`config.mk`:
```
export PLATFORM = sky130hd
export DESIGN_NAME = bzr_hull
export DESIGN_NICKNAME = d
export VERILOG_FILES = /design/src/rtl/bzr_pkg.sv /design/src/rtl/bzr_hull.sv
export SDC_FILE = /design/constraint.sdc
export NUM_CORES = 1
export LEC_CHECK = 0
export CAP_MARGIN = 5
export CORE_ASPECT_RATIO = 1.4
export CORE_MARGIN = 2
export CORE_UTILIZATION = 50
export DETAILED_ROUTE_END_ITERATION = 16
export DONT_BUFFER_PORTS = 1
export HOLD_SLACK_MARGIN = 0.03
export PLACE_DENSITY = 0.65
export SYNTH_ARGS = -nofsm -noshare
export SYNTH_HDL_FRONTEND = slang
export SYNTH_SLANG_ARGS = --single-unit
```
`constraint.sdc`:
```
create_clock -name clk -period 18.11 [get_ports clk]
set_input_delay 1.811 -clock clk [delete_from_list [all_inputs] [get_ports clk]]
set_output_delay 1.811 -clock clk [all_outputs]
set_load 0.05 [all_outputs]
```
`src/rtl/bzr_pkg.sv`:
```
package bzr_pkg;

  localparam int COORD_BITS_DEF = 16;
  localparam int T_FRAC_BITS    = 16;
  localparam int OUT_BITS       = 24;
  localparam int OUT_MAX        = 8388607;
  localparam int OUT_MIN        = -8388608;

  localparam int NUM_REGS     = 8;
  localparam int REG_IDX_BITS = 3;
  localparam int ADDR_BITS    = 5;
  localparam int DATA_BITS    = 32;

  localparam int REG_P0_X = 0;
  localparam int REG_P1_X = 2;
  localparam int REG_P2_X = 4;
  localparam int REG_P3_X = 6;

  // Width of the slices that the wide difference operand is cut into for multiplication.
  localparam int PP_CHUNK = 24;

  typedef enum logic [1:0] {
    FUNC_POS,
    FUNC_D1,
    FUNC_D2,
    FUNC_D3
  } func_t;

  typedef struct packed {
    func_t                func;
    logic [T_FRAC_BITS:0] t;
  } req_t;

  typedef struct packed {
    logic signed [OUT_BITS-1:0] out_x;
    logic signed [OUT_BITS-1:0] out_y;
  } rsp_t;

  typedef struct packed {
    logic diff;
    logic mul;
    logic sum;
  } lerp_en_t;

endpackage

```
`src/rtl/bzr_hull.sv`:
```
module bzr_hull #(
  parameter int COORD_BITS = bzr_pkg::COORD_BITS_DEF
) (
  input  logic                                          clk,
  input  logic                                          en,
  input  logic [bzr_pkg::NUM_REGS-1:0][COORD_BITS-1:0]  pts,
  input  bzr_pkg::req_t                                 req,
  output logic [1:0][3:0][COORD_BITS+5:0]               hull,
  output bzr_pkg::func_t                                func,
  output logic [bzr_pkg::T_FRAC_BITS:0]                 t
);

  localparam int HW = COORD_BITS + 6;
  localparam int T  = bzr_pkg::T_FRAC_BITS;
  localparam logic [T:0] T_ONE = {1'b1, {T{1'b0}}};

  logic signed [HW-1:0] p  [0:1][0:3];
  logic signed [HW-1:0] d1 [0:1][0:2];
  logic signed [HW-1:0] d2 [0:1][0:1];
  logic signed [HW-1:0] d3 [0:1];
  logic [1:0][3:0][HW-1:0] hull_next;
  logic [T:0] t_sat;

  assign t_sat = (req.t > T_ONE) ? T_ONE : req.t;

  always_comb begin
    for (int a = 0; a < 2; a++) begin
      p[a][0] = HW'($signed(pts[bzr_pkg::REG_P0_X + a]));
      p[a][1] = HW'($signed(pts[bzr_pkg::REG_P1_X + a]));
      p[a][2] = HW'($signed(pts[bzr_pkg::REG_P2_X + a]));
      p[a][3] = HW'($signed(pts[bzr_pkg::REG_P3_X + a]));
      for (int k = 0; k < 3; k++) begin
        d1[a][k] = ((p[a][k+1] - p[a][k]) <<< 1) + (p[a][k+1] - p[a][k]);
      end
      for (int k = 0; k < 2; k++) begin
        d2[a][k] = (d1[a][k+1] - d1[a][k]) <<< 1;
      end
      d3[a] = d2[a][1] - d2[a][0];
      hull_next[a] = '0;
      case (req.func)
        bzr_pkg::FUNC_POS: begin
          for (int k = 0; k < 4; k++) hull_next[a][k] = p[a][k];
        end
        bzr_pkg::FUNC_D1: begin
          for (int k = 0; k < 3; k++) hull_next[a][k] = d1[a][k];
        end
        bzr_pkg::FUNC_D2: begin
          for (int k = 0; k < 2; k++) hull_next[a][k] = d2[a][k];
        end
        default: begin
          hull_next[a][0] = d3[a];
        end
      endcase
    end
  end

  always_ff @(posedge clk) begin
    if (en) begin
      hull <= hull_next;
      func <= req.func;
      t    <= t_sat;
    end
  end

endmodule

```
==> qor.txt <==
Pre-Repair DR Iteration Count - 5
Yosys cell types - 121
Status - complete, no violations
Vias - 18.95k
Area Growth Syn to Fin - 4.579%
Post-CTS Hold Fix Bufs - 0
DRC Markers - 0
Total I/O pin count - 344
Setup CP Type - input pin to flop
Peak Freq - 0.1190 GHz
Layout cells sized above 1 - 0.05108
List of most frequent post-synthesis cells - 292 x ha_1, 252 x nor2_1, 251 x inv_1
Post_cts resized - 0
Crit path capture type - flop
Maxcap violations - 0
Max-Slew Margin vs Limit - 0.2870
Crit path time final - 8.402 ns
CTS tree - done
Worst slew pin tran - 1.068 ns
Yosys Warn Count - 0
Post-synth top area cell - edfxtp_1
Final hold viol count - 0
DRT antenna net count - 0
Vias in the first global route - 19.68k
RSZ-0062 raised after global routing - no
Port Buf Inserts - 0
Die area - 46,430 sq um
Main synth FF type - edfxtp_1
Yosys top cell area share - 0.2351
Core Rows - 91
HP Class - input pin to flop
Clk slew on worst S/H paths - 0.08 ns
Number of enable flip-flop cells after synthesis - 175
Post-CTS setup buffers - 0
Area share of and/or/nand/nor cells after synthesis - 0.1650
Nets - 3,030
CTS max path bufs - 2
WP data required - 18.31 ns
CTS Buf Count - 17
Largest net degree at the start of global routing - 176
Yosys reg bits - 175
Detail Placement HPWL - 49,490 um
Final setup fails - 0
Slew Limit Fails - 0
XOR/XNOR share of the synthesized area - 0.09932
Final period util - 0.4639
Starting Density - 0.5072
Gr usage total - 0.2691
Syn Std Cell Area - 22,350 sq um
Filler cells - 4,102
Sequential share of the synthesized area - 0.2351
Die Wd - 182.7 um
Final setup TNS - 0 ns
Critical Path AT - 8.60 ns
Critical Path Source Type - input pin
Main combinational cell family by area after synthesis - compound AO/OA/AOI/OAI gates
Clk sink count - 175
First-pass GRT wire length - 98,970 um
Die Height - 254.2 um
Syn Area/Cell - 8.530 sq um
Dominant cell by count in the synthesized netlist - ha_1
Multiplexer share of the synthesized area - 0.03734
Root buffer cell - clkbuf_16
Async S/R FF share, synth - 0
Total Wirelength - 62,980 um
Grt ovf - 0
Complex-gate fraction of the synthesized area - 0.2192
Vias/cell - 6.030
Post-Synth Adder-Cell Area - 0.1823
Mapped Cells - 2,620
Synth area leaders - edfxtp_1 24%, ha_1 16%, xnor2_1 6.5%, nor2_1 4.2%, inv_1 4.2%
Starting DRT DRC Count - 893
H-tree lvl count - 4
Core area - 44,060 sq um
Mapped Nets - 3,079
RD Place Congestion - 0.9138
CP Max Fanout - 5
Antenna violations before repair - 1
Drt wl/cell - 20.04 um
==> registers in the layout (all words and copies together) (netlist names) <==
signal  count
hull      156
t          17
func        2
==> area by class of cell <==
class                      instances  area (sq um)  area share
clock inverter                    15         187.7    0.008030
clock buffer                      17         425.4     0.01820
multi-input combinational       2112         15720      0.6726
sequential                       175          5255      0.2248
inverter                         256         964.7     0.04127
timing repair buffer               9         117.6    0.005032
antenna                            1         2.502   0.0001071
tap                              558         698.2     0.02987
==> layer usage <==
layer | wire (um) | share of wire | track usage
met4 | 1452 | 0.023 | 0.08571
met3 | 2910 | 0.046 | 0.04312
met2 | 34590 | 0.55 | 0.5393
met5 | 0 | 0 | 0
met1 | 24030 | 0.38 | 0.2823
==> per-stage QoR <==
step	hold WS [ns]	util	std cells	setup WS [ns]	instance area (sq um)
floorplan	1.910	-	2620	10.25	22350
detailed placement	1.910	0.5165	3110	9.290	22760
CTS	1.408	0.5304	3142	9.758	23370
global placement	1.910	0.5165	3110	9.409	22760
finish	1.428	0.5304	3143	9.708	23370
global route	1.410	0.5304	3143	9.134	23370
==> worst paths after layout <==
check / startpoint / endpoint / slack, ns / depth (start not counted)
setup / recovery: pts[48] / hull[108] / 9.71 / 28
hold / removal: req[16] / t[16] / 1.43 / 0
==> cells by family (layout without fill, tap and decap cells) <==
| group | after synthesis | count (layout) |
|---|---|---|
| and+or+nand+nor | 751 | 751 |
| buffers and inverters | 333 | 297 |
| AOI/OAI and AO/OA | 728 | 728 |
| adders and majority gates | 316 | 316 |
| other | 0 | 1 |
| muxes | 75 | 75 |
| DFF | 175 | 175 |
| xor gates and xnor gates | 242 | 242 |
==> critical path: stages <==
cell,delay [ns]
inv_1,0.04
ha_1,0.19
inv_1,0.07
fa_1,0.52
ha_1,0.26
fa_1,0.48
a21oi_1,0.21
o21ai_0,0.15
a2111oi_0,0.74
or3_1,0.22
xor2_1,0.21
ha_1,0.31
a21oi_1,0.15
o21ai_0,0.16
maj3_1,0.44
maj3_1,0.41
a211o_1,0.32
nand2_1,0.11
a21oi_1,0.05
nor3_1,0.25
a21o_1,0.14
xor2_1,0.26
ha_1,0.28
nor3_1,0.06
a211oi_1,0.37
a31oi_1,0.16
xor2_1,0.15
a21oi_1,0.08
==> cell usage in the layout, fill, tap and decap left out, types with 32 or more instances in the layout <==
master / n
and2_1: 43
a211oi_1: 32
o21ai_0: 152
inv_1: 251
a21o_1: 63
ha_1: 292
nor2_1: 250
a21oi_1: 187
o21a_1: 49
nand2_1: 155
edfxtp_1: 175
nor2b_1: 64
xor2_1: 69
mux2i_1: 62
nor3_1: 59
xnor2_1: 165
Power is left out: the tool's default activity adds up to more than one toggle a clock period on the data nets, which glitch-free logic cannot reach.
