$ cat src/rtl/bzr_pkg.sv
package bzr_pkg;

  localparam int COORD_BITS_DEF = 16;
  localparam int T_FRAC_BITS    = 16;
  localparam int OUT_BITS       = 24;
  localparam int OUT_MAX        = 8388607;
  localparam int OUT_MIN        = -8388608;

  localparam int NUM_REGS     = 8;
  localparam int REG_IDX_BITS = 3;
  localparam int ADDR_BITS    = 5;
  localparam int DATA_BITS    = 32;

  localparam int REG_P0_X = 0;
  localparam int REG_P1_X = 2;
  localparam int REG_P2_X = 4;
  localparam int REG_P3_X = 6;

  // Width of the slices that the wide difference operand is cut into for multiplication.
  localparam int PP_CHUNK = 24;

  typedef enum logic [1:0] {
    FUNC_POS,
    FUNC_D1,
    FUNC_D2,
    FUNC_D3
  } func_t;

  typedef struct packed {
    func_t                func;
    logic [T_FRAC_BITS:0] t;
  } req_t;

  typedef struct packed {
    logic signed [OUT_BITS-1:0] out_x;
    logic signed [OUT_BITS-1:0] out_y;
  } rsp_t;

  typedef struct packed {
    logic diff;
    logic mul;
    logic sum;
  } lerp_en_t;

endpackage

$ cat src/rtl/bzr_cfg.sv
module bzr_cfg #(
  parameter int COORD_BITS = bzr_pkg::COORD_BITS_DEF
) (
  input  logic                                          clk,
  input  logic                                          rst,
  input  logic                                          psel,
  input  logic                                          penable,
  input  logic                                          pwrite,
  input  logic [bzr_pkg::ADDR_BITS-1:0]                 paddr,
  input  logic [bzr_pkg::DATA_BITS-1:0]                 pwdata,
  output logic [bzr_pkg::DATA_BITS-1:0]                 prdata,
  output logic                                          pready,
  output logic [bzr_pkg::NUM_REGS-1:0][COORD_BITS-1:0]  pts
);

  logic [bzr_pkg::REG_IDX_BITS-1:0] idx;

  assign idx    = paddr[bzr_pkg::ADDR_BITS-1:2];
  assign pready = 1'b1;

  always_ff @(posedge clk) begin
    if (rst) begin
      pts <= '0;
    end else if (psel && penable && pwrite) begin
      pts[idx] <= pwdata[COORD_BITS-1:0];
    end
  end

  assign prdata = bzr_pkg::DATA_BITS'(pts[idx]);

endmodule

$ cat config.mk
export PLATFORM = sky130hd
export DESIGN_NAME = bzr_cfg
export DESIGN_NICKNAME = d
export VERILOG_FILES = /design/src/rtl/bzr_pkg.sv /design/src/rtl/bzr_cfg.sv
export SDC_FILE = /design/constraint.sdc
export NUM_CORES = 1
export LEC_CHECK = 0
export BUFFER_PORTS_ARGS = -buffer_cell sky130_fd_sc_hd__buf_2
export CAP_MARGIN = 5
export CORE_MARGIN = 10
export CORE_UTILIZATION = 25
export DETAILED_ROUTE_END_ITERATION = 10
export PLACE_DENSITY = 0.49
export SLEW_MARGIN = 20
export SYNTH_ARGS = -nofsm -noshare
export SYNTH_HDL_FRONTEND = slang
export SYNTH_SLANG_ARGS = --single-unit
$ cat constraint.sdc
create_clock -name clk -period 2 [get_ports clk]
set_clock_uncertainty 0.05 [all_clocks]
set_input_delay 0.4 -clock clk [delete_from_list [all_inputs] [get_ports clk]]
set_output_delay 0.4 -clock clk [all_outputs]
set_load 0.01 [all_outputs]
==> results.txt <==
----------------------------------------------------
[Run status]
  Run status ... finished, violations left
  Failing checks ... negative setup slack

[Die]
  Count of standard-cell rows ... 58
  Chip Width ... 179 um
  Die extent in y ... 179 um
  Area of the die ... 32200 um^2
  Starting density of the core ... 25.3%
  Floorplan core area ... 25100 um^2
  I/O pin count ... 203

[STA]
  Final setup viols ... 14
  Hold Fails Final Rpt ... 0
  Setup slack of the critical path after layout ... -0.174 ns
  Transition time at the pin with the least slew margin ... 0.504 ns
  Worst-case headroom to the max-slew limit ... 66.4%
  Setup repair after global routing missed its margin ... true
  Post-route fraction of the period consumed by the critical path ... 109%
  Total negative slack ... -1.78 ns
  Final slew viol count ... 0
  Time the final worst path needs with I/O delays and setup ... 2.17 ns
  Upper clock frequency limit ... 0.460 GHz

[Power and ir drop]
  Lkg Pwr ... 4.52 nW
  Internal portion of total power ... 4.57 mW
  Clock network fraction of total power ... 48.8%
  VDD IR max ... 0.384 mV
  Sequential fraction of design power ... 43.0%
  Share of total power in combinational logic ... 8.2%
  Net Sw Frac ... 23.9%
  Switch Pwr ... 1.44 mW
  Power density normalized to cell area ... 688 nW/um^2

[Place]
  Estimated wirelength of the detail-placed design ... 15.9 mm
  Count of input and output buffers ... 167
  Worst setup slack before clock tree synthesis ... -0.291 ns
  Gp weighted congestion ... 0.746
  Area of placed instances ... 7620 um^2

[Yosys]
  Multiplexer area fraction after synthesis ... 34.8%
  Share of synthesized cell area in and, or, nand and nor gates ... 16.8%
  Share of the synthesized area in the top cell type ... 40.4%
  Leading area contributor after synthesis ... dfxtp_1
  Cells after synthesis ... 550
  Compound-gate portion of the synthesized area ... 0.769%
  Post-synthesis share of cell area spent on full adders, half adders and majority gates ... 0%
  Average cell area after synthesis ... 11.5 um^2
  Top cells by area, synth ... dfxtp_1, mux2i_1, nand2b_1, mux4_1, mux2_2
  Dominant combinational cell family by area after synthesis ... multiplexers
  Synthesized-area fraction occupied by xor and xnor cells ... 0%
  Fraction of the yosys area taken by sequential cells ... 40.4%
  Unique cell type count in the Yosys netlist ... 32
  Syn. warnings ... 0
  Register bit count reported by yosys ... 128
  Netlist area before placement ... 6340 um^2

[Drt]
  Antenna viol nets, final ... 0
  Met2 routed wirelength ... 10.8 mm
  First-pass iteration count of the detailed router ... 7
  Highest routed layer ... met4
  Vias after detailed routing ... 4746
  Avg Vias per Cell ... 4.32
  Amount of wire on met3 after detailed routing ... 1.13 mm
  Average wire per standard cell ... 20.4 um
  Number of remaining DRC errors ... 0
  Wire length the detailed router placed on met1 ... 10.1 mm
  DRT iter0 DRCs ... 257
  Post-Route WL ... 22.4 mm

[Final layout]
  Net count, final ... 797
  Final design utilization ... 34.8%
  Largest register FFs ... 128
  Fraction of layout instances using a drive strength above 1 ... 47.9%
  Area delta synth->final ... 37.6%
  Diode count ... 0
  Number of filler cells placed in the layout ... 2604
  Register with the most flip-flops ... pts
  Non-Filler Cell Area, Final ... 8730 um^2
  Largest registers ... pts (128)

[CTS]
  Number of buffers on the longest clock path ... 2
  Count of hold buffers inserted by post-cts repair ... 0
  Number of sinks on the clock net ... 128
  Clock Tree Root ... clkbuf_16
  Reg clk slew, reported paths ... 0.06 ns
  H-tree level count ... 4
  TritonCTS clock tree ... done
  Clock buffers created by TritonCTS ... 17
  Clock insertion delay at the later pin of the skew report ... 0.42 ns

[Global route]
  Largest net degree at the start of global routing ... 42
  First-pass GRT wire length ... 32.6 mm
  Aggregate global routing overflow ... 0
  GRT Total Usage ... 13.8%
  Via count of the first global-routing pass ... 5070
  Initial antenna violation count ... 0

[Critical path]
  Data required time of the critical path ... 1.55 ns
  Classification of the worst setup path ... reg2out
  Worst flop-to-flop path startpoint ... pts[7]$_SDFFE_PP0P_
  Category of the worst setup path launch point ... register
  Critical path origin ... pts[53]$_SDFFE_PP0P_
  CP Capture Type ... output port
  Highest net fanout along the worst path ... 2
  Worst Path Arrival ... 1.72 ns

[Worst hold path]
  Path category of the worst min-delay check ... in2reg
  Min-Delay Startpoint ... pwdata[8]

[Run]
  Max-Cap Viols ... 0

----------------------------------------------------
==> power groups by stage <==
| stage | logic, mW | registers [mW] | clock network [mW] |
|---|---|---|---|
| floorplan | 0.274 | 2.65 | 0 |
| global route | 0.525 | 2.59 | 3.13 |
| detailed placement | 0.425 | 2.64 | 0 |
| finish | 0.491 | 2.58 | 2.93 |
| CTS | 0.492 | 2.58 | 3.02 |
| global placement | 0.424 | 2.64 | 0 |
==> critical path, stage by stage, from the launching register on <==
cell and delay [ns]:
dfxtp_2 0.31, mux4_2 0.56, mux2_4 0.31, buf_6 0.12
==> cell usage after synthesis <==
| cell | count |
|---|---|
| a211o_1 | 1 |
| and3_1 | 1 |
| mux4_2 | 5 |
| o221ai_1 | 1 |
| nand2b_1 | 144 |
| and2b_2 | 2 |
| and2_4 | 1 |
| a21oi_1 | 2 |
| buf_6 | 11 |
| conb_1 | 2 |
| buf_4 | 21 |
| and4b_1 | 2 |
| nor2_1 | 2 |
| nand2_2 | 5 |
| mux2i_1 | 131 |
| a22oi_1 | 1 |
| buf_8 | 1 |
| o21ai_0 | 1 |
| mux4_1 | 23 |
| inv_1 | 1 |
| nor3_1 | 1 |
| and2_0 | 1 |
| mux2_2 | 16 |
| clkbuf_1 | 15 |
| nand3b_1 | 1 |
| and4_1 | 1 |
| buf_1 | 16 |
| nand2_1 | 3 |
| buf_2 | 7 |
| o32ai_1 | 1 |
| nand3_4 | 2 |
| dfxtp_1 | 128 |
==> path summary, 6_finish.rpt <==
kind | to | slack (ns) | cells past startpoint
setup / recovery | prdata[5] | -0.17 | 3
hold / removal | pts[88]$_SDFFE_PP0P_ | 0.41 | 3
setup reg to reg | pts[7]$_SDFFE_PP0P_ | 1.20 | 3
hold reg to reg | pts[22]$_SDFFE_PP0P_ | 0.43 | 2
==> what timing repair did <==
item	4_1_cts	5_1_grt
gates resized for setup	106	11
endpoints found under the setup margin	16	16
pin swaps	3	3
cloned	3	0
setup buffers	35	1
==> cell families after synthesis <==
kind of cell           count (synthesis)
buffers and inverters                 72
multiplexers                         175
other                                  2
AND/OR/NAND/NOR                      166
AO/OA/AOI/OAI                          7
flip-flops                           128
==> metrics by stage <==
stage	power (mW)	cells	hold slack [ns]
6_report	6.01	1098	0.412
4_1_cts	6.10	1097	0.405
3_5_place_dp	3.07	1027	0.425
2_1_floorplan	2.92	565	0.450
5_1_grt	6.24	1098	0.430
3_3_place_gp	3.06	1027	0.421
==> placed cells by master, fill, tap and decap left out, types with 4 or more instances in the layout <==
cell type  instances
buf_2            150
nand2b_1         144
mux2i_1          129
dfxtp_1           85
buf_4             55
dfxtp_2           43
mux4_2            24
buf_6             18
conb_1            17
clkbuf_16         17
buf_12            15
mux2_4            14
nand2_2            5
clkinv_2           5
mux4_1             4
==> area by class of cell <==
class	count	area [um^2]	share of cell area (%)
clock buffer	22	464	5.32
multi-input combinational	365	3380	38.8
tap	330	413	4.73
clock inverter	10	87.6	1.00
inverter	1	3.75	0.0430
timing repair buffer	242	1760	20.2
sequential	128	2620	30.0
==> layer usage <==
metal	GRT usage [%]	vias up
met2	22.7	118
met4	4.51	0
met1	17.2	2344
li1	-	2270
met5	0	-
met3	3.52	14
No activity file was read; power rests on OpenSTA's default activity.
