--- config.mk ---
export PLATFORM = sky130hd
export DESIGN_NAME = bzr_round
export DESIGN_NICKNAME = d
export VERILOG_FILES = /design/src/rtl/bzr_pkg.sv /design/src/rtl/bzr_round.sv
export SDC_FILE = /design/constraint.sdc
export NUM_CORES = 1
export LEC_CHECK = 0
export BUFFER_PORTS_ARGS = -buffer_cell sky130_fd_sc_hd__buf_2
export CAP_MARGIN = 10
export CORE_ASPECT_RATIO = 1.5
export CORE_MARGIN = 1.5
export CORE_UTILIZATION = 34
export DETAILED_ROUTE_END_ITERATION = 6
export PLACE_DENSITY = 0.93
export SLEW_MARGIN = 20
export SYNTH_ARGS = -nofsm -noshare
export SYNTH_HDL_FRONTEND = slang
export SYNTH_SLANG_ARGS = --single-unit
--- constraint.sdc ---
create_clock -name vclk -period 2.1
set_clock_uncertainty 0.05 [all_clocks]
set_input_delay 0.42 -clock vclk [all_inputs]
set_output_delay 0.42 -clock vclk [all_outputs]
set_load 0.005 [all_outputs]
--- src/rtl/bzr_pkg.sv ---
package bzr_pkg;

  localparam int COORD_BITS_DEF = 16;
  localparam int T_FRAC_BITS    = 16;
  localparam int OUT_BITS       = 24;
  localparam int OUT_MAX        = 8388607;
  localparam int OUT_MIN        = -8388608;

  localparam int NUM_REGS     = 8;
  localparam int REG_IDX_BITS = 3;
  localparam int ADDR_BITS    = 5;
  localparam int DATA_BITS    = 32;

  localparam int REG_P0_X = 0;
  localparam int REG_P1_X = 2;
  localparam int REG_P2_X = 4;
  localparam int REG_P3_X = 6;

  // Width of the slices that the wide difference operand is cut into for multiplication.
  localparam int PP_CHUNK = 24;

  typedef enum logic [1:0] {
    FUNC_POS,
    FUNC_D1,
    FUNC_D2,
    FUNC_D3
  } func_t;

  typedef struct packed {
    func_t                func;
    logic [T_FRAC_BITS:0] t;
  } req_t;

  typedef struct packed {
    logic signed [OUT_BITS-1:0] out_x;
    logic signed [OUT_BITS-1:0] out_y;
  } rsp_t;

  typedef struct packed {
    logic diff;
    logic mul;
    logic sum;
  } lerp_en_t;

endpackage

--- src/rtl/bzr_round.sv ---
module bzr_round #(
  parameter int VW    = bzr_pkg::COORD_BITS_DEF + 6 + 3 * (bzr_pkg::T_FRAC_BITS + 1),
  parameter int SHIFT = 3 * bzr_pkg::T_FRAC_BITS
) (
  input  logic [VW-1:0]                        v,
  output logic signed [bzr_pkg::OUT_BITS-1:0]  q
);

  localparam int RW = VW - SHIFT + 1;
  localparam int CW = (RW > bzr_pkg::OUT_BITS + 1) ? RW : bzr_pkg::OUT_BITS + 1;
  localparam logic signed [VW:0] HALF = {{(VW-SHIFT+1){1'b0}}, 1'b1, {(SHIFT-1){1'b0}}};
  localparam logic signed [CW-1:0] SAT_HI = CW'(bzr_pkg::OUT_MAX);
  localparam logic signed [CW-1:0] SAT_LO = CW'(bzr_pkg::OUT_MIN);

  logic signed [VW:0]   sum;
  logic signed [RW-1:0] r;
  logic signed [CW-1:0] rx;

  // Adding one half before the arithmetic shift sends ties towards plus infinity.
  assign sum = $signed({v[VW-1], v}) + HALF;
  assign r   = $signed(sum[VW:SHIFT]);
  assign rx  = CW'(r);

  always_comb begin
    if (rx > SAT_HI) begin
      q = bzr_pkg::OUT_BITS'(bzr_pkg::OUT_MAX);
    end else if (rx < SAT_LO) begin
      q = bzr_pkg::OUT_BITS'(bzr_pkg::OUT_MIN);
    end else begin
      q = rx[bzr_pkg::OUT_BITS-1:0];
    end
  end

endmodule

==> results of run 1 <==
-- metal layers --
layer	up-vias	wire [µm]	track usage, %
met5	-	0	0
li1	567	-	-
met2	70	2080	58.0
met4	0	187	4.15
met3	18	179	2.38
met1	557	1240	26.3
-- power groups by stage --
stage	Clock (mW)	Combinational, mW	Sequential (mW)
2_1_floorplan	0	0.0922	0
3_3_place_gp	0	0.215	0
3_5_place_dp	0	0.223	0
4_1_cts	0	0.281	0
5_1_grt	0	0.338	0
6_report	0	0.318	0
-- timing repair --
item	CTS	global route
resized for setup	44	31
cloned	3	0
buffers inserted	8	4
pin swaps	22	9
setup endpoints to repair	24	24
-- cell usage after synthesis, types with 2 or more instances --
cell / number
xor2_1: 17
o21ai_0: 12
nand3_1: 11
o21ai_2: 10
nand2_1: 7
nor2_1: 6
nand4_1: 5
xnor2_1: 5
buf_6: 3
inv_1: 3
o21a_1: 3
and3_1: 2
and3_2: 2
nand3_2: 2
nor4_4: 2
-- worst max-delay path by stage --
stage,start,endpoint,slack [ns],cells past startpoint
after floorplan,v[47],q[11],0.05,7
after detailed placement,v[66],q[5],-0.23,8
after global placement,v[66],q[19],-0.17,8
after CTS,v[48],q[13],-0.19,9
after global routing,v[49],q[17],-0.29,9
final,v[49],q[13],-0.21,9
-- logic make-up (layout without fill, tap and decap cells) --
logic type | after synthesis | after routing | share of synthesized area, %
xor+xnor | 22 | 22 | 25.5
fa+ha+maj | 1 | 1 | 1.66
simple gates | 43 | 43 | 38.3
buf+inv | 7 | 101 | 6.63
compound gates | 30 | 30 | 27.9
-- area by class of cell --
class | count | area, µm² | share of cell area (%)
timing repair buffer | 98 | 842 | 49.3
multi-input combinational | 96 | 826 | 48.4
tap | 22 | 27.5 | 1.61
inverter | 3 | 11.3 | 0.660
-- worst min-delay path, delay by kind of cell --
family	cells	cell delay, ns
buffers and inverters	2	0.27
AO/OA/AOI/OAI	1	0.11
-- per-stage QoR --
step	hold slack, ns	setup WS [ns]	utilization, %
4_1_cts	1.15	-0.188	76.3
3_3_place_gp	1.13	-0.167	62.4
6_report	1.17	-0.212	83.2
3_5_place_dp	1.14	-0.228	62.4
5_1_grt	1.18	-0.290	83.2
2_1_floorplan	0.880	0.0550	-
==> run metrics, run 1 <==
status finished with violations; failing checks negative setup slack; Slew HR 81.3%; Pleak ~0.75 nW; routed length per instance ~17 µm; antenna-violating nets left 0; num sequential 0; Reg area 0 µm²; Via density 5.53; Die ar. 0.00252 mm²; most frequent CP cell buf_6; Worst Hold Depth 3; first-pass GRT wire length 5170 µm; sw power approximately 0.14 mW; Cell Count, Final, Fillers Out 219; dpl cells about 210; CP Cell Sequence buf_6, nand4_1, buf_4, o21a_1, a21oi_2, a2bb2oi_4, buf_6, o21ai_2, buf_2; crit path max-delay cell type a2bb2oi_4; crit path launch type input pin; largest net degree at the start of global routing 12; Internal 0.179 mW; syn_nets 177; Hold Path Sink q[23]; GPL Wtd Cong 0.822; PD cells around 190 mW/mm²; dpl hpwl between 2000 and 2500 µm; Data required, critical path 1.63 ns; antenna violations before repair 0; cell taking the most area after synthesis xor2_1; number of I/O port buffers 50; num ports 97; crit-path max FO 5; Starting Density 36.8%; Warnings, synthesis 0; row cnt 20; top cells by area, synth xor2_1 20%, o21ai_2 12%, o21ai_0 8.0%; GR Overflow Total 0; class of the worst hold path input pin to primary output; Reg power frac 0%; Synth Instances 103; f_max ~430 MHz; Worst Path Arrival 1.84 ns; hold_buf cts 0; maxcap violations 0; via count roughly 1200; drt drc 0; antenna cell count 0; Final Power about 0.32 mW; clock share of power 0%; Filler Cell Count approximately 130; Core Area 0.00205 mm²; worst slew pin tran between 0.2 and 0.3 ns; GRT Total Usage roughly a quarter; final worst slack -0.212 ns; DRT iter0 DRCs 19; Synth Cell Area ~750 µm²; Die X between 40 and 50 µm; CP Buf/Inv Count 4; max-slew violations 0; Final nets 273; top-area cell type share of the netlist area 19.7%; register area share after synthesis 0%; vias in the first global route 1159; HP Start v[72]; most frequent cells in the layout 39 x buf_4, 30 x buf_2, 19 x buf_6; final setup TNS -4.25 ns; worst setup path category input pin to primary output; Final Critical Period 2.31 ns; share of layout cells above drive strength 1 between 60% and 70%; placed cell areas 0.00128 mm²; RSZ-0062 raised after global routing true; Die Span Y 60.7 µm; period utilization 110%; clkbuf count 0; first drt pass iteration count 4; Finished Cell Area 0.00171 mm²; final WL 3690 µm; Worst VDD drop 0.143 mV; CP delay by family, top compound AO/OA/AOI/OAI gates; Net Sw Frac 43.6%; final setup vio count 24; Final Hold Fails 0; commonest non-fill, non-tap cell in the layout buf_4; Distinct cells, synth 28; critical path's largest stage delay ~0.23 ns; P&R area growth vs syn 126%; Comb pwr share 100.0%; average cell area after synthesis about 7.3 µm²; endpoint type of the worst setup path primary output
Power figures use the tool's default switching activity.
==> inputs of run 2 (changes only) <==
SETUP_SLACK_MARGIN = 0.15   (was unset)
==> run metrics, run 2 (synthesized netlist as in run 1, its figures left out) <==
Die ar. 0.00252 mm² (unchanged); status finished with violations; Finished Cell Area 0.00164 mm² (-4.2%); first drt pass iteration count 4 (unchanged); worst setup path category input pin to primary output; commonest non-fill, non-tap cell in the layout buf_4; hold_buf cts 0 (unchanged); final WL 3630 µm (-1.8%); crit path launch type input pin; RSZ-0062 raised after global routing true; worst slew pin tran 0.317 ns (+0.0386 ns); antenna-violating nets left 0 (unchanged); num sequential 0 (unchanged); PD cells 179 mW/mm² (-3.9%); dpl hpwl 2150 µm (+1.9%); clkbuf count 0 (unchanged); row cnt 20 (unchanged); Worst Path Arrival 1.79 ns (-0.05 ns); P&R area growth vs syn 117%; via count 1246 (+2.8%); vias in the first global route 1333 (+15%); Slew HR 78.7% (-2.6 points); Final Power 0.293 mW (-7.9%); num ports 97 (unchanged); failing checks negative setup slack; GRT Total Usage 29.3% (+3.0 points); Starting Density 36.8% (unchanged); Final Hold Fails 0 (unchanged); Final Critical Period 2.26 ns (-0.0509 ns); final setup vio count 23 (-4.2%); largest net degree at the start of global routing 12 (unchanged); Hold WS 1.19 ns (+0.0175 ns); crit-path max FO 5 (unchanged); antenna cell count 0 (unchanged); Die Span Y 60.7 µm (unchanged); Worst VDD drop 0.120 mV (-16%); Data required, critical path 1.63 ns (about the same); placed cell areas 0.00131 mm² (+2.1%); period utilization 108% (-2.4 points); first-pass GRT wire length 5710 µm (+10%); endpoint type of the worst setup path primary output; GPL Wtd Cong 0.829 (+0.94%); GR Overflow Total 0 (unchanged); Via density 5.66 (+2.3%); Final nets 274 (+0.37%); drt drc 0 (unchanged); antenna violations before repair 0 (unchanged); final setup TNS -2.84 ns (+1.41 ns); max-slew violations 0 (unchanged); Pleak 0.715 nW (-4.9%); number of I/O port buffers 50 (unchanged); final worst slack -0.161 ns (+0.0509 ns); maxcap violations 0 (unchanged); Reg area 0 µm² (unchanged); Die X 41.5 µm (unchanged); routed length per instance 16.5 µm (-2.2%); Core Area 0.00205 mm² (unchanged); most frequent cells in the layout 43 x buf_4, 34 x buf_2, 17 x xor2_1; share of layout cells above drive strength 1 67.2% (-0.34 points); class of the worst hold path input pin to primary output; DRT iter0 DRCs 26 (+7); f_max 442 MHz (+2.3%)
run 2: stage by stage:
step	setup slack, ns	utilization (%)	instances
after floorplan	0.130	-	103
after global placement	-0.217	63.8	206
after detailed placement	-0.257	63.8	206
after CTS	-0.0849	77.9	217
after global routing	-0.240	79.7	220
final	-0.161	79.7	220
run 2: what timing repair did:
action	CTS	global route
endpoints found under the setup margin	23	24
gates resized for setup	53	7
gates cloned	4	0
setup buffers	7	3
endpoints found under the hold margin	0	0
pin swaps	15	3
run 2: critical path: stages:
cell and delay (ns):
buf_8 0.08, nand3_4 0.08, nor4_4 0.30, nand4b_1 0.26
a2bb2oi_4 0.30, buf_6 0.17, o21ai_2 0.06, buf_2 0.12
run 2: area by class of cell:
type | count | area, µm²
Tap cell | 22 | 27.5
Fill cell | 137 | 417
Timing Repair Buffer | 95 | 707
Inverter | 3 | 11.3
Multi-Input combinational cell | 100 | 890
run 2: worst paths after layout:
path	start	end	slack, ns	depth (start not counted)
worst max-delay path	v[63]	q[5]	-0.16	8
worst min-delay path	v[57]	q[9]	1.19	4
run 2: metal layers:
| layer | global-route usage [%] | share of wire, % | vias up |
|---|---|---|---|
| li1 | - | - | 576 |
| met1 | 24.8 | 33 | 593 |
| met2 | 64.7 | 60 | 67 |
| met3 | 4.46 | 4.9 | 10 |
| met4 | 12.9 | 2.3 | 0 |
| met5 | 0 | 0 | - |
run 2: power breakdown:
group | switching (mW) | internal, mW
clock | 0 | 0
sequential | 0 | 0
combinational | 0.136 | 0.156
==> inputs of run 3 (changes only) <==
CORE_ASPECT_RATIO = unset   (was 1.5)
==> run metrics, run 3 (synthesized netlist as in run 1, its figures left out) <==
worst slew pin tran 0.311 ns (-0.00539 ns); most frequent cells in the layout 37 x buf_4, 32 x buf_2, 18 x o21ai_2; Reg area 0 µm² (unchanged); Slew HR 79.2% (+0.52 points); Data required, critical path 1.63 ns (about the same); GRT Total Usage 23.4% (-5.9 points); Final Hold Fails 0 (unchanged); share of layout cells above drive strength 1 67.0% (-0.15 points); period utilization 105% (-2.2 points); row cnt 16 (-20%); Final nets 264 (-3.6%); Die Span Y 50.1 µm (-17%); Starting Density 37.3% (+0.55 points); Worst Path Arrival 1.74 ns (-0.05 ns); clkbuf count 0 (unchanged); crit path launch type input pin; number of I/O port buffers 50 (unchanged); first-pass GRT wire length 4780 µm (-16%); P&R area growth vs syn 105%; failing checks negative setup slack; Final Critical Period 2.21 ns (-0.0460 ns); via count 1138 (-8.7%); final setup vio count 23 (unchanged); first drt pass iteration count 4 (unchanged); maxcap violations 0 (unchanged); final WL 2880 µm (-20%); routed length per instance 13.4 µm (-19%); worst setup path category input pin to primary output; RSZ-0062 raised after global routing true; endpoint type of the worst setup path primary output; GPL Wtd Cong 0.741 (-11%); Worst VDD drop 0.111 mV (-7.6%); crit-path max FO 7 (+2); Hold WS 1.19 ns (+0.00338 ns); antenna-violating nets left 0 (unchanged); commonest non-fill, non-tap cell in the layout buf_4; Die ar. 0.00251 mm² (-0.23%); num ports 97 (unchanged); Die X 50.1 µm (+21%); GR Overflow Total 0 (unchanged); crit path to q[5]; Core Area 0.00202 mm² (-1.5%); DRT iter0 DRCs 16 (-38%); dpl hpwl 2010 µm (-6.4%); num sequential 0 (unchanged); Final Power 0.280 mW (-4.2%); Via density 5.29 (-6.5%); antenna violations before repair 0 (unchanged); PD cells 182 mW/mm² (+1.5%); dpl cells 209 (+1.5%); antenna cell count 0 (unchanged); final setup TNS -1.72 ns (+1.12 ns); largest net degree at the start of global routing 12 (unchanged); Pleak 0.669 nW (-6.4%); status finished with violations; drt drc 0 (unchanged); final worst slack -0.115 ns (+0.0460 ns); vias in the first global route 1128 (-15%); Cell Count, Final, Fillers Out 215 (-2.3%); crit path launch v[62]; Filler Cell Count 137 (unchanged); f_max 452 MHz (+2.1%); class of the worst hold path input pin to primary output; max-slew violations 0 (unchanged)
run 3: routing by layer:
metal | up-vias | GRT usage [%] | wire length (µm)
li1 | 552 | - | -
met1 | 545 | 26.6 | 1180
met2 | 39 | 49.1 | 1570
met3 | 2 | 0.909 | 128
met4 | 0 | 0 | 8
met5 | - | 0 | 0
run 3: how the worst min path moves through the flow:
stage	from	end	slack, ns	cells past startpoint
4_1_cts	v[70]	q[22]	1.18	4
2_1_floorplan	v[72]	q[23]	0.88	1
5_1_grt	v[72]	q[23]	1.21	3
6_report	v[70]	q[22]	1.19	4
3_5_place_dp	v[72]	q[23]	1.15	3
3_3_place_gp	v[72]	q[23]	1.15	3
run 3: cell type report:
class | count | area (µm²) | share of cell area [%]
multi-input cells | 99 | 855 | 55.3
repair buffers | 86 | 644 | 41.7
well taps | 27 | 33.8 | 2.19
inverters | 3 | 11.3 | 0.729
run 3: repair_timing:
| item | in CTS | in global routing |
|---|---|---|
| buffers inserted | 2 | 1 |
| hold buffers | 0 | 0 |
| setup endpoints to repair | 24 | 24 |
| pin swaps | 25 | 7 |
| gates cloned | 3 | 0 |
| gates resized for setup | 51 | 11 |
run 3: where the power goes:
part / switching [mW] / total, mW / internal, mW
Combinational: 0.128 / 0.280 / 0.152
Sequential: 0 / 0 / 0
Clock: 0 / 0 / 0
run 3: per-stage QoR:
| step | area (µm²) | util [%] | setup WS (ns) |
|---|---|---|---|
| finish | 1540 | 76.4 | -0.115 |
| CTS | 1490 | 73.6 | -0.0872 |
| global placement | 1300 | 64.3 | -0.220 |
| detailed placement | 1300 | 64.3 | -0.259 |
| global route | 1540 | 76.4 | -0.155 |
| floorplan | 807 | - | 0.130 |
run 3: critical path: stages:
cell and delay, ns:
buf_8 0.08, nand3_4 0.09, nor4_4 0.34, nand4b_1 0.20, a2bb2oi_2 0.25, buf_6 0.18
o21ai_2 0.06, buf_2 0.12
