<file path="src/rtl/bzr_pkg.sv">
package bzr_pkg;

  localparam int COORD_BITS_DEF = 16;
  localparam int T_FRAC_BITS    = 16;
  localparam int OUT_BITS       = 24;
  localparam int OUT_MAX        = 8388607;
  localparam int OUT_MIN        = -8388608;

  localparam int NUM_REGS     = 8;
  localparam int REG_IDX_BITS = 3;
  localparam int ADDR_BITS    = 5;
  localparam int DATA_BITS    = 32;

  localparam int REG_P0_X = 0;
  localparam int REG_P1_X = 2;
  localparam int REG_P2_X = 4;
  localparam int REG_P3_X = 6;

  // Width of the slices that the wide difference operand is cut into for multiplication.
  localparam int PP_CHUNK = 24;

  typedef enum logic [1:0] {
    FUNC_POS,
    FUNC_D1,
    FUNC_D2,
    FUNC_D3
  } func_t;

  typedef struct packed {
    func_t                func;
    logic [T_FRAC_BITS:0] t;
  } req_t;

  typedef struct packed {
    logic signed [OUT_BITS-1:0] out_x;
    logic signed [OUT_BITS-1:0] out_y;
  } rsp_t;

  typedef struct packed {
    logic diff;
    logic mul;
    logic sum;
  } lerp_en_t;

endpackage

</file>
<file path="src/rtl/bzr_lerp.sv">
module bzr_lerp #(
  parameter int IW = bzr_pkg::COORD_BITS_DEF + 6
) (
  input  logic                                     clk,
  input  bzr_pkg::lerp_en_t                        en,
  input  logic [IW-1:0]                            a,
  input  logic [IW-1:0]                            b,
  input  logic [bzr_pkg::T_FRAC_BITS:0]            t,
  output logic [IW+bzr_pkg::T_FRAC_BITS:0]         y
);

  localparam int T  = bzr_pkg::T_FRAC_BITS;
  localparam int CH = bzr_pkg::PP_CHUNK;
  localparam int OW = IW + T + 1;
  localparam int DW = IW + 1;
  localparam int ND = (DW + CH - 1) / CH;
  localparam int PW = CH + T + 3;
  localparam int SW = ND * CH + T + 3;

  // a*(1-t) + b*t is formed as a*S + (b-a)*t, so only the difference is multiplied.
  logic signed [IW-1:0]    aq;
  logic signed [DW-1:0]    dq;
  logic signed [IW-1:0]    a2q;
  logic [ND*CH-1:0]        dx;
  logic signed [PW-1:0]    pq [0:ND-1];
  logic signed [SW-1:0]    acc;

  always_ff @(posedge clk) begin
    if (en.diff) begin
      aq <= $signed(a);
      dq <= DW'($signed(b)) - DW'($signed(a));
    end
  end

  assign dx = (ND*CH)'(dq);

  for (genvar i = 0; i < ND; i++) begin : g_pp
    if (i < ND - 1) begin : g_low
      always_ff @(posedge clk) begin
        if (en.mul) begin
          pq[i] <= $signed({1'b0, dx[i*CH +: CH]}) * $signed({1'b0, t});
        end
      end
    end else begin : g_top
      always_ff @(posedge clk) begin
        if (en.mul) begin
          pq[i] <= $signed(dx[i*CH +: CH]) * $signed({1'b0, t});
        end
      end
    end
  end

  always_ff @(posedge clk) begin
    if (en.mul) begin
      a2q <= aq;
    end
  end

  always_comb begin
    acc = SW'(a2q) <<< T;
    for (int i = 0; i < ND; i++) begin
      acc = acc + (SW'(pq[i]) <<< (i * CH));
    end
  end

  always_ff @(posedge clk) begin
    if (en.sum) begin
      y <= acc[OW-1:0];
    end
  end

endmodule

</file>
<file path="config.mk">
export PLATFORM = sky130hd
export DESIGN_NAME = bzr_lerp
export DESIGN_NICKNAME = d
export VERILOG_FILES = /design/src/rtl/bzr_pkg.sv /design/src/rtl/bzr_lerp.sv
export SDC_FILE = /design/constraint.sdc
export NUM_CORES = 1
export LEC_CHECK = 0
export BUFFER_PORTS_ARGS = -buffer_cell sky130_fd_sc_hd__buf_4
export CORE_ASPECT_RATIO = 1.5
export CORE_MARGIN = 5
export CORE_UTILIZATION = 60
export CTS_CLUSTER_DIAMETER = 60
export DETAILED_ROUTE_END_ITERATION = 7
export PLACE_DENSITY_LB_ADDON = 0.1
export SYNTH_ARGS = -nofsm -noshare
export SYNTH_HDL_FRONTEND = slang
export SYNTH_SLANG_ARGS = --single-unit
</file>
<file path="constraint.sdc">
create_clock -name clk -period 8.4 [get_ports clk]
set_clock_uncertainty 0.1 [all_clocks]
set_input_delay 1.26 -clock clk [delete_from_list [all_inputs] [get_ports clk]]
set_output_delay 1.26 -clock clk [all_outputs]
set_load 0.02 [all_outputs]
</file>
==> results of run 1 <==
## worst reg2reg max path, stage by stage, from the launching register on
cell and delay (ns):
edfxtp_1 0.89, nand2_1 0.23, fa_1 0.58, inv_1 0.06, fa_1 0.50, inv_1 0.05, fa_1 0.52, inv_1 0.05
fa_1 0.53, fa_1 0.45, fa_1 0.50, ha_1 0.40, a21oi_1 0.21, a21oi_1 0.11, a311oi_1 0.34, o221a_2 0.27
o41ai_2 0.12, a21oi_2 0.23, o211ai_2 0.14, a2111oi_1 0.39, nor3b_1 0.10
## state kept, by name (all words and copies together) (netlist names)
signal  count
dq         23
pq         39
y          39
a2q        22
aq         22
## per-layer routing
layer  track usage [%]  up-vias
li1                  -     6160
met1             26.75     7094
met2             50.87      313
met3             2.262      126
met4             13.91        0
met5                 0        -
## cells in the mapped netlist, types with 2 or more instances
| master | n |
|---|---|
| nand2_1 | 259 |
| a211o_1 | 2 |
| clkbuf_1 | 58 |
| o21ai_0 | 25 |
| and3_1 | 7 |
| nor3_1 | 12 |
| xnor2_1 | 68 |
| inv_1 | 493 |
| nand4_1 | 5 |
| o31ai_4 | 2 |
| buf_2 | 3 |
| nand2b_1 | 9 |
| fa_1 | 376 |
| a21oi_1 | 53 |
| nand3_1 | 14 |
| xor2_1 | 14 |
| a21oi_2 | 5 |
| edfxtp_1 | 145 |
| o211ai_1 | 5 |
| nor2_1 | 32 |
| o2111ai_1 | 3 |
| o21a_1 | 11 |
| or2_2 | 2 |
| a31o_2 | 3 |
| o21bai_1 | 6 |
| a211oi_1 | 5 |
| a21o_1 | 22 |
| ha_1 | 139 |
| or3_1 | 3 |
| a21boi_0 | 3 |
| and2_1 | 168 |
| nor2b_1 | 13 |
## per-stage QoR
| step | hold slack [ns] | worst slack, ns | utilization [%] |
|---|---|---|---|
| floorplan | 0.3003 | 1.449 | - |
| global placement | 0.3005 | 1.052 | 63.83 |
| detailed placement | 0.3045 | 0.7870 | 63.83 |
| CTS | 0.3147 | 1.232 | 65.65 |
| global route | 0.3246 | 0.9536 | 65.66 |
| finish | 0.3145 | 1.230 | 65.66 |
## layout make-up
cell class / count / area, sq um
multi-input combinational: 1296 / 13760
fill: 2707 / 11450
sequential: 145 / 4354
inverter: 493 / 1851
timing repair buffer: 105 / 788.3
tap: 420 / 525.5
clock buffer: 17 / 425.4
clock inverter: 15 / 182.7
antenna: 1 / 2.502
## cells in the final DEF (no fill, tap or decap), types with 3 or more instances in the layout
cell type | synthesis | routed
o21a_1 | 11 | 11
xnor2_1 | 68 | 68
ha_1 | 139 | 139
nand2b_1 | 9 | 9
o21bai_1 | 6 | 6
a21oi_1 | 53 | 53
or3_1 | 3 | 3
inv_1 | 493 | 493
clkinv_4 | 0 | 5
a21boi_0 | 3 | 3
a31o_2 | 3 | 3
a21oi_2 | 5 | 5
o21ai_0 | 25 | 25
nand2_1 | 259 | 259
o211ai_1 | 5 | 5
and3_1 | 7 | 7
clkinv_1 | 0 | 3
fa_1 | 376 | 376
nand4_1 | 5 | 5
o2111ai_1 | 3 | 3
a211oi_1 | 5 | 5
buf_4 | 0 | 105
bufinv_16 | 0 | 3
edfxtp_1 | 145 | 145
nor3_1 | 12 | 12
nand3_1 | 14 | 14
xor2_1 | 14 | 14
inv_6 | 0 | 3
and2_1 | 168 | 168
a21o_1 | 22 | 22
clkbuf_16 | 0 | 17
nor2_1 | 32 | 32
nor2b_1 | 13 | 13
## how the worst max path moves through the flow
stage	from	endpoint
2_1_floorplan	t[3]	pq[0][37]$_DFFE_PP_
3_3_place_gp	t[9]	pq[0][38]$_DFFE_PP_
3_5_place_dp	t[9]	pq[0][38]$_DFFE_PP_
4_1_cts	t[9]	pq[0][38]$_DFFE_PP_
5_1_grt	t[9]	pq[0][38]$_DFFE_PP_
6_report	t[9]	pq[0][38]$_DFFE_PP_
## cells by family after synthesis
kind of cell    synth area share, %
simple gates                  12.74
buf+inv                       10.31
compound gates                5.921
flops                         21.55
fa+ha+maj                     45.87
xor+xnor                      3.555
mux                         0.04955
==> run metrics, run 1 <==
min-delay src aq[8]$_DFFE_PP_; max-slew violations 0; Met3 Wirelength 1147 um; Ys Warns 0; M1 wire length ~15000 um; kind of critical path input pin to flip-flop; first-pass GRT wire length 76470 um; FF-to-FF Start dq[7]$_DFFE_PP_; slowest stage delay, CP 0.58 ns; vias 13690; family with the most delay on the worst path adder cells; Setup-failing EPs final 0; Die Y-Extent about 230 um; total grt overflow 0; Slew HR 43.19%; Clock Path Buffers 2; Avg Cell Area, Syn 10.13 sq um; Mapped Nets ~2600; worst-skew pair later-pin latency 0.42 ns; H-Tree Depth 4; vias in the first global route 15280; worst path arrival time 7.23 ns; PostCTS Resize Cnt 0; Seq/Total Area, Yosys 21.55%; WL final about 46000 um; port bufs roughly 100; GP Congestion 0.9200; Post-synth EDFFs 145; total placed cells including tap cells 2459; hold path cells 0; critical path required time about 8.5 ns; Top-Level Pins 104; placed cell area ~21000 sq um; Cell Chain, Critical Path buf_4 > nand2_1 > fa_1 > inv_1 > fa_1 > inv_1 > fa_1 > inv_1 > fa_1 > fa_1 > fa_1 > ha_1 > a21oi_1 > a21oi_1 > a311oi_1 > o221a_2 > o41ai_2 > a21oi_2 > o211ai_2 > a2111oi_1 > nor3b_1; DRT Pass-1 Iters 5; Crit-path slowest cell fa_1; gr usage total around a quarter; initial antenna violation count 1; Async S/R FF share, synth 0%; top layer in use met4; Hold Crit Class flip-flop to flip-flop; largest cells by area after synthesis fa_1, edfxtp_1, inv_1; top_reg_cell synth edfxtp_1; post-CTS setup buffer count 0; die area 37510 sq um; RSZ-0062 raised after global routing no; Worst Tran Pin Value 0.8522 ns; vias per std cell 5.495; Root Buffer clkbuf_16; clk sinks 145; worst reg2reg path depth 20; Fmax achieved 139.5 MHz; largest net degree at the start of global routing 62; final hold violations 0; WL/cell about 19 um; clock-pin slew on the worst setup and hold paths 0.07 ns; fin crit period about 7.2 ns; Max-Cap Viols 0; num rows 82; Worst setup EP type flip-flop; cells after synthesis 1995; Nets 2638; Setup crit start kind input pin; Stages on worst setup path 21; Hold-fix buffers, CTS 0; final worst-path cycle share 85.36%; Core Box Area between 30000 and 40000 sq um; post-synth top area share a little under two fifths; Die X 159.8 um; Yosys reg bits 145; most frequent CP cell fa_1; Bufs and invs on worst path 4; Post-Layout Cell Count ~2500; routed wl met2 27010 um; drt drc 0; Hold EP a2q[8]$_DFFE_PP_; CTS Buf Count 17; reg-to-reg endpoint pq[0][38]$_DFFE_PP_; DRT antenna net count 0; post-synth top area cell fa_1; Detail Placement HPWL 38030 um; initial core utilization 60.59%; 1st-iter DRT viols 680; Reg2Reg Setup Slack 1.37 ns; post-synthesis cell type count between 60 and 70; Design Area, Final 21890 sq um; cell area after synthesis 20200 sq um; CTS tree built; CP max FO 23; Synth-to-Final Area Change 8.374%; setup TNS 0 ns; share of cells above drive strength 1 7.677%; outcome completed
Power of run 1 is left out: the tool's default activity adds up to more than one toggle a clock period on the data nets, which glitch-free logic cannot reach.
==> run 2: changes to the inputs <==
RECOVER_POWER = 50   (was not set)
==> run 2 against run 1 <==
  * The flow now finishes with violations (max-capacitance violations, max-slew violations)
  * First-iteration DRC count is 3.5% lower
  * Final cell count unchanged
  * Non-clock buffer count unchanged
  * Routed wire length up 0.22%
  * Sequential share of layout area rose by 0.079 points
  * Die area unchanged
  * Critical path type unchanged
  * Largest cell class unchanged
==> run metrics, run 2 (synthesis gave the netlist of run 1 again) <==
port bufs 103 (unchanged); Max-Cap Viols 3 (+3); clock-pin slew on the worst setup and hold paths 0.07 ns (about the same); max-slew violations 148 (+148); commonest non-fill, non-tap cell in the layout inv_1; critical path required time 8.46 ns (about the same); Worst setup EP type flip-flop; PostCTS Resize Cnt 0 (unchanged); CP max FO 23 (unchanged); worst path arrival time 7.35 ns (+0.12 ns); biggest regs pq x39, y x39, dq x23; Slew HR -134.4% (-180 points); worst-skew pair later-pin latency 0.42 ns (about the same); 1st-iter DRT viols 656 (-3.5%); final hold violations 0 (unchanged); vias per std cell 5.501 (+0.12%); largest net degree at the start of global routing 62 (unchanged); most frequent cells in the layout inv_1, fa_1, nand2_1, and2_1, edfxtp_1; setup TNS 0 ns (unchanged); kind of critical path input pin to flip-flop; Detail Placement HPWL 38030 um (unchanged); Nets 2638 (unchanged); die area 37510 sq um (unchanged); CTS tree built; share of cells above drive strength 1 6.567% (-1.1 points); drt drc 0 (unchanged); multi-input combinational cell area 13760 sq um (unchanged); vias 13710 (+0.12%); Hold-fix buffers, CTS 0 (unchanged); initial core utilization 60.59% (unchanged); fin crit period 7.282 ns (+0.1122 ns); post-CTS setup buffer count 0 (unchanged); CTS Buf Count 17 (unchanged); Setup crit start kind input pin; total grt overflow 0 (unchanged); Fmax achieved 137.3 MHz (-1.5%); first-pass GRT wire length 76470 um (unchanged); WL/cell 18.56 um (+0.22%); clk sinks 145 (unchanged); Top-Level Pins 104 (unchanged); Worst Tran Pin Value 3.516 ns (+2.664 ns); Synth-to-Final Area Change 7.946%; GP Congestion 0.9200 (unchanged); failing checks max-capacitance violations, max-slew violations; Die Y-Extent 234.7 um (unchanged); Setup-failing EPs final 0 (unchanged); RSZ-0062 raised after global routing no; FILL cells 2734 (+1.0%); Sequential cell area 4354 sq um (unchanged); Design Area, Final 21810 sq um (-0.39%); Hold Crit Class flip-flop to flip-flop; num rows 82 (unchanged); Core Box Area 33340 sq um (unchanged); Clock Path Buffers 2 (unchanged); Die X 159.8 um (unchanged); outcome finished, violations left; placed cell area 21280 sq um (unchanged); DRT Pass-1 Iters 7 (+2); gr usage total 25.89% (unchanged); final worst-path cycle share 86.70% (+1.3 points); initial antenna violation count 1 (unchanged); Root Buffer clkbuf_16; DRT antenna net count 0 (unchanged); vias in the first global route 15280 (unchanged); WL final 46260 um (+0.22%); H-Tree Depth 4 (unchanged)
## run 2: changes by cell type in the layout (fill, tap and decap cells not counted), sizes merged
cell	delta
clkbuf	+27
buf	-27
## run 2: routing by layer
metal | track usage (%) | share of wire (%) | wire length [um] | vias up
li1 | - | - | - | 6162
met1 | 26.75 | 33 | 15350 | 7104
met2 | 50.87 | 58 | 27020 | 311
met3 | 2.262 | 2.4 | 1102 | 132
met4 | 13.91 | 6.0 | 2788 | 0
met5 | 0 | 0 | 0 | -
## run 2: layout make-up
class | instances | share of cell area, %
timing repair buffer | 105 | 3.219
inverter | 493 | 8.486
clock inverter | 15 | 0.8377
sequential | 145 | 19.97
tap | 420 | 2.410
multi-input combinational | 1296 | 63.12
clock buffer | 17 | 1.951
antenna | 1 | 0.01148
## run 2: worst paths after layout
kind	from	endpoint	slack, ns	depth (start not counted)
min	aq[8]$_DFFE_PP_	a2q[8]$_DFFE_PP_	0.32	0
max	t[0]	pq[0][38]$_DFFE_PP_	1.12	21
min reg2reg	aq[8]$_DFFE_PP_	a2q[8]$_DFFE_PP_	0.32	0
max reg2reg	dq[7]$_DFFE_PP_	pq[0][38]$_DFFE_PP_	1.36	20
## run 2: worst max-delay path: stages
cell      delay [ns]
clkbuf_1        0.82
nand2_1         0.30
inv_1           0.16
fa_1            0.48
inv_1           0.19
fa_1            0.44
inv_1           0.09
fa_1            0.44
fa_1            0.57
inv_1           0.06
fa_1            0.47
inv_1           0.04
ha_1            0.36
nand2_1         0.10
nor2_1          0.27
nand4_1         0.20
o41ai_2         0.48
a21oi_2         0.15
o211ai_2        0.24
nand3_1         0.09
nor3b_1         0.14
## run 2: per-stage QoR
stage / std cells / utilization [%] / hold WS [ns] / setup slack [ns]
after floorplan: 1995 / - / 0.3003 / 1.449
after global placement: 2459 / 63.83 / 0.3005 / 1.052
after detailed placement: 2459 / 63.83 / 0.3045 / 0.7870
after CTS: 2491 / 65.65 / 0.3147 / 1.232
after global routing: 2492 / 65.40 / 0.3246 / 0.7206
final: 2492 / 65.40 / 0.3150 / 1.118
Power of run 2 is left out for the same reason.
==> run 3: changes to the inputs <==
GPL_TIMING_DRIVEN = 0   (was not set)
==> run 3 against run 2 <==
  * Count of clock-buffer cells in the layout rose by 2
  * Fmax is 7.2% lower
  * Via count grew 2.5%
  * Critical path depth grew 1
  * Non-clock buffer count is 59 higher
  * Hold slack got worse by 0.0026 ns
  * Global-route usage up 2.2 points
  * Register-to-register slack worse by 0.50 ns
  * First-iteration DRC count up 17%
  * Critical endpoint unchanged
  * Cell area up 1.1%
  * The run still ends with max-capacitance violations, max-slew violations left
  * Routed wire length is 8.8% higher
  * Core utilization increased by 0.71 points
==> run metrics, run 3 (synthesis gave the netlist of run 1 again) <==
hold path cells 0 (unchanged); commonest non-fill, non-tap cell in the layout inv_1; Die Y-Extent 234.7 um (unchanged); min-delay src aq[2]$_DFFE_PP_; CP max FO 10 (-57%); CTS tree built; final worst-path cycle share 93.41% (+6.7 points); GP Congestion 0.9106 (-1.0%); setup TNS 0 ns (unchanged); Synth-to-Final Area Change 9.111%; placed cell area 21500 sq um (+1.0%); RSZ-0062 raised after global routing no; Hold-fix buffers, CTS 0 (unchanged); kind of critical path input pin to flip-flop; Root Buffer clkbuf_16; num rows 82 (unchanged); Die X 159.8 um (unchanged); Fmax achieved 127.4 MHz (-7.2%); FILL cells 2788 (+2.0%); largest net degree at the start of global routing 62 (unchanged); family with the most delay on the worst path adder cells; most frequent CP cell fa_1; failing checks max-capacitance violations, max-slew violations; max-slew violations 148 (unchanged); Slew HR -136.3% (-1.9 points); Setup crit start t[7]; drt drc 0 (unchanged); H-Tree Depth 4 (unchanged); total grt overflow 0 (unchanged); Top-Level Pins 104 (unchanged); clock-pin slew on the worst setup and hold paths 0.06 ns (about the same); reg-to-reg endpoint pq[0][38]$_DFFE_PP_; FF-to-FF Start dq[18]$_DFFE_PP_; DRT Pass-1 Iters 5 (-2); die area 37510 sq um (unchanged); Core Box Area 33340 sq um (unchanged); gr usage total 28.05% (+2.2 points); WL final 50300 um (+8.8%); initial antenna violation count 0 (-1); worst path arrival time 7.90 ns (+0.55 ns); 1st-iter DRT viols 765 (+17%); slowest stage delay, CP 0.57 ns (-0.25 ns); Worst setup EP type flip-flop; Crit-path slowest cell o41ai_2; Bufs and invs on worst path 6 (unchanged); Clock Path Buffers 2 (unchanged); Hold Crit Class flip-flop to flip-flop; Hold EP a2q[2]$_DFFE_PP_; post-CTS setup buffer count 0 (unchanged); worst-skew pair later-pin latency 0.43 ns (about the same); initial core utilization 60.59% (unchanged); Setup crit start kind input pin; vias 14050 (+2.5%); fin crit period 7.847 ns (+0.5643 ns); clk sinks 145 (unchanged); final core occ 66.11% (+0.71 points); first-pass GRT wire length 80980 um (+5.9%); Worst Tran Pin Value 3.545 ns (+0.02860 ns); most frequent cells in the layout inv_1, fa_1, nand2_1, and2_1, edfxtp_1; CTS Buf Count 17 (unchanged); biggest regs pq x39, y x39, dq x23; Setup-failing EPs final 0 (unchanged); critical path required time 8.45 ns (about the same); vias in the first global route 15300 (+0.11%); outcome finished, violations left; DRT antenna net count 0 (unchanged); Nets 2697 (+2.2%); vias per std cell 5.509 (+0.13%); Max-Cap Viols 3 (unchanged); worst reg2reg path depth 20 (unchanged); Cell Chain, Critical Path buf_4 > clkbuf_1 > and2_1 > fa_1 > inv_1 > fa_1 > fa_1 > inv_1 > fa_1 > fa_1 > inv_1 > fa_1 > inv_1 > ha_1 > nand2_1 > nor2_1 > nand4_1 > o41ai_2 > a21oi_2 > o211ai_2 > a2111oi_1 > nor3b_1; Reg2Reg Setup Slack 0.86 ns (-0.50 ns); final hold violations 0 (unchanged); share of cells above drive strength 1 6.529% (-0.038 points); port bufs 103 (unchanged); Design Area, Final 22040 sq um (+1.1%); PostCTS Resize Cnt 0 (unchanged); WL/cell 19.73 um (+6.3%); Detail Placement HPWL 42250 um (+11%)
==> run 3: changes by cell type in the layout (fill, tap and decap cells not counted), moves of 2 or more <==
cell      previous run  this run
clkbuf_1            23        81
buf_2                0         3
clkinv_1             3         0
inv_6                3         1
==> run 3: per-layer routing <==
layer | GRT usage (%) | wire (um) | vias to the layer above
li1 | - | - | 6282
met3 | 3.401 | 1951 | 180
met4 | 16.98 | 3791 | 0
met2 | 51.90 | 27570 | 438
met1 | 30.45 | 16990 | 7147
met5 | 0 | 0 | -
==> run 3: per-stage QoR <==
stage	hold WS [ns]	std cells	worst slack (ns)
after floorplan	0.3003	1995	1.449
after global placement	0.3004	2518	0.1965
after global routing	0.3216	2549	0.2779
after detailed placement	0.3045	2518	0.1030
after CTS	0.3147	2549	0.5349
final	0.3125	2550	0.5533
==> run 3: how the worst max path moves through the flow <==
stage,endpoint,slack (ns),cells past startpoint
global placement,pq[0][37]$_DFFE_PP_,0.20,24
CTS,pq[0][38]$_DFFE_PP_,0.53,21
finish,pq[0][38]$_DFFE_PP_,0.55,22
detailed placement,pq[0][38]$_DFFE_PP_,0.10,21
floorplan,pq[0][37]$_DFFE_PP_,1.45,23
global route,pq[0][38]$_DFFE_PP_,0.28,22
==> run 3: cell type report <==
type | count | area, sq um | share of cell area, %
Multi-Input combinational cell | 1296 | 13760 | 62.45
Sequential cell | 145 | 4354 | 19.75
Inverter | 493 | 1851 | 8.395
Timing Repair Buffer | 103 | 694.4 | 3.150
Tap cell | 420 | 525.5 | 2.384
Clock buffer | 19 | 432.9 | 1.964
Buffer | 61 | 232.7 | 1.056
Clock inverter | 12 | 185.2 | 0.8401
Antenna cell | 1 | 2.502 | 0.01135
Power of run 3 is left out for the same reason.
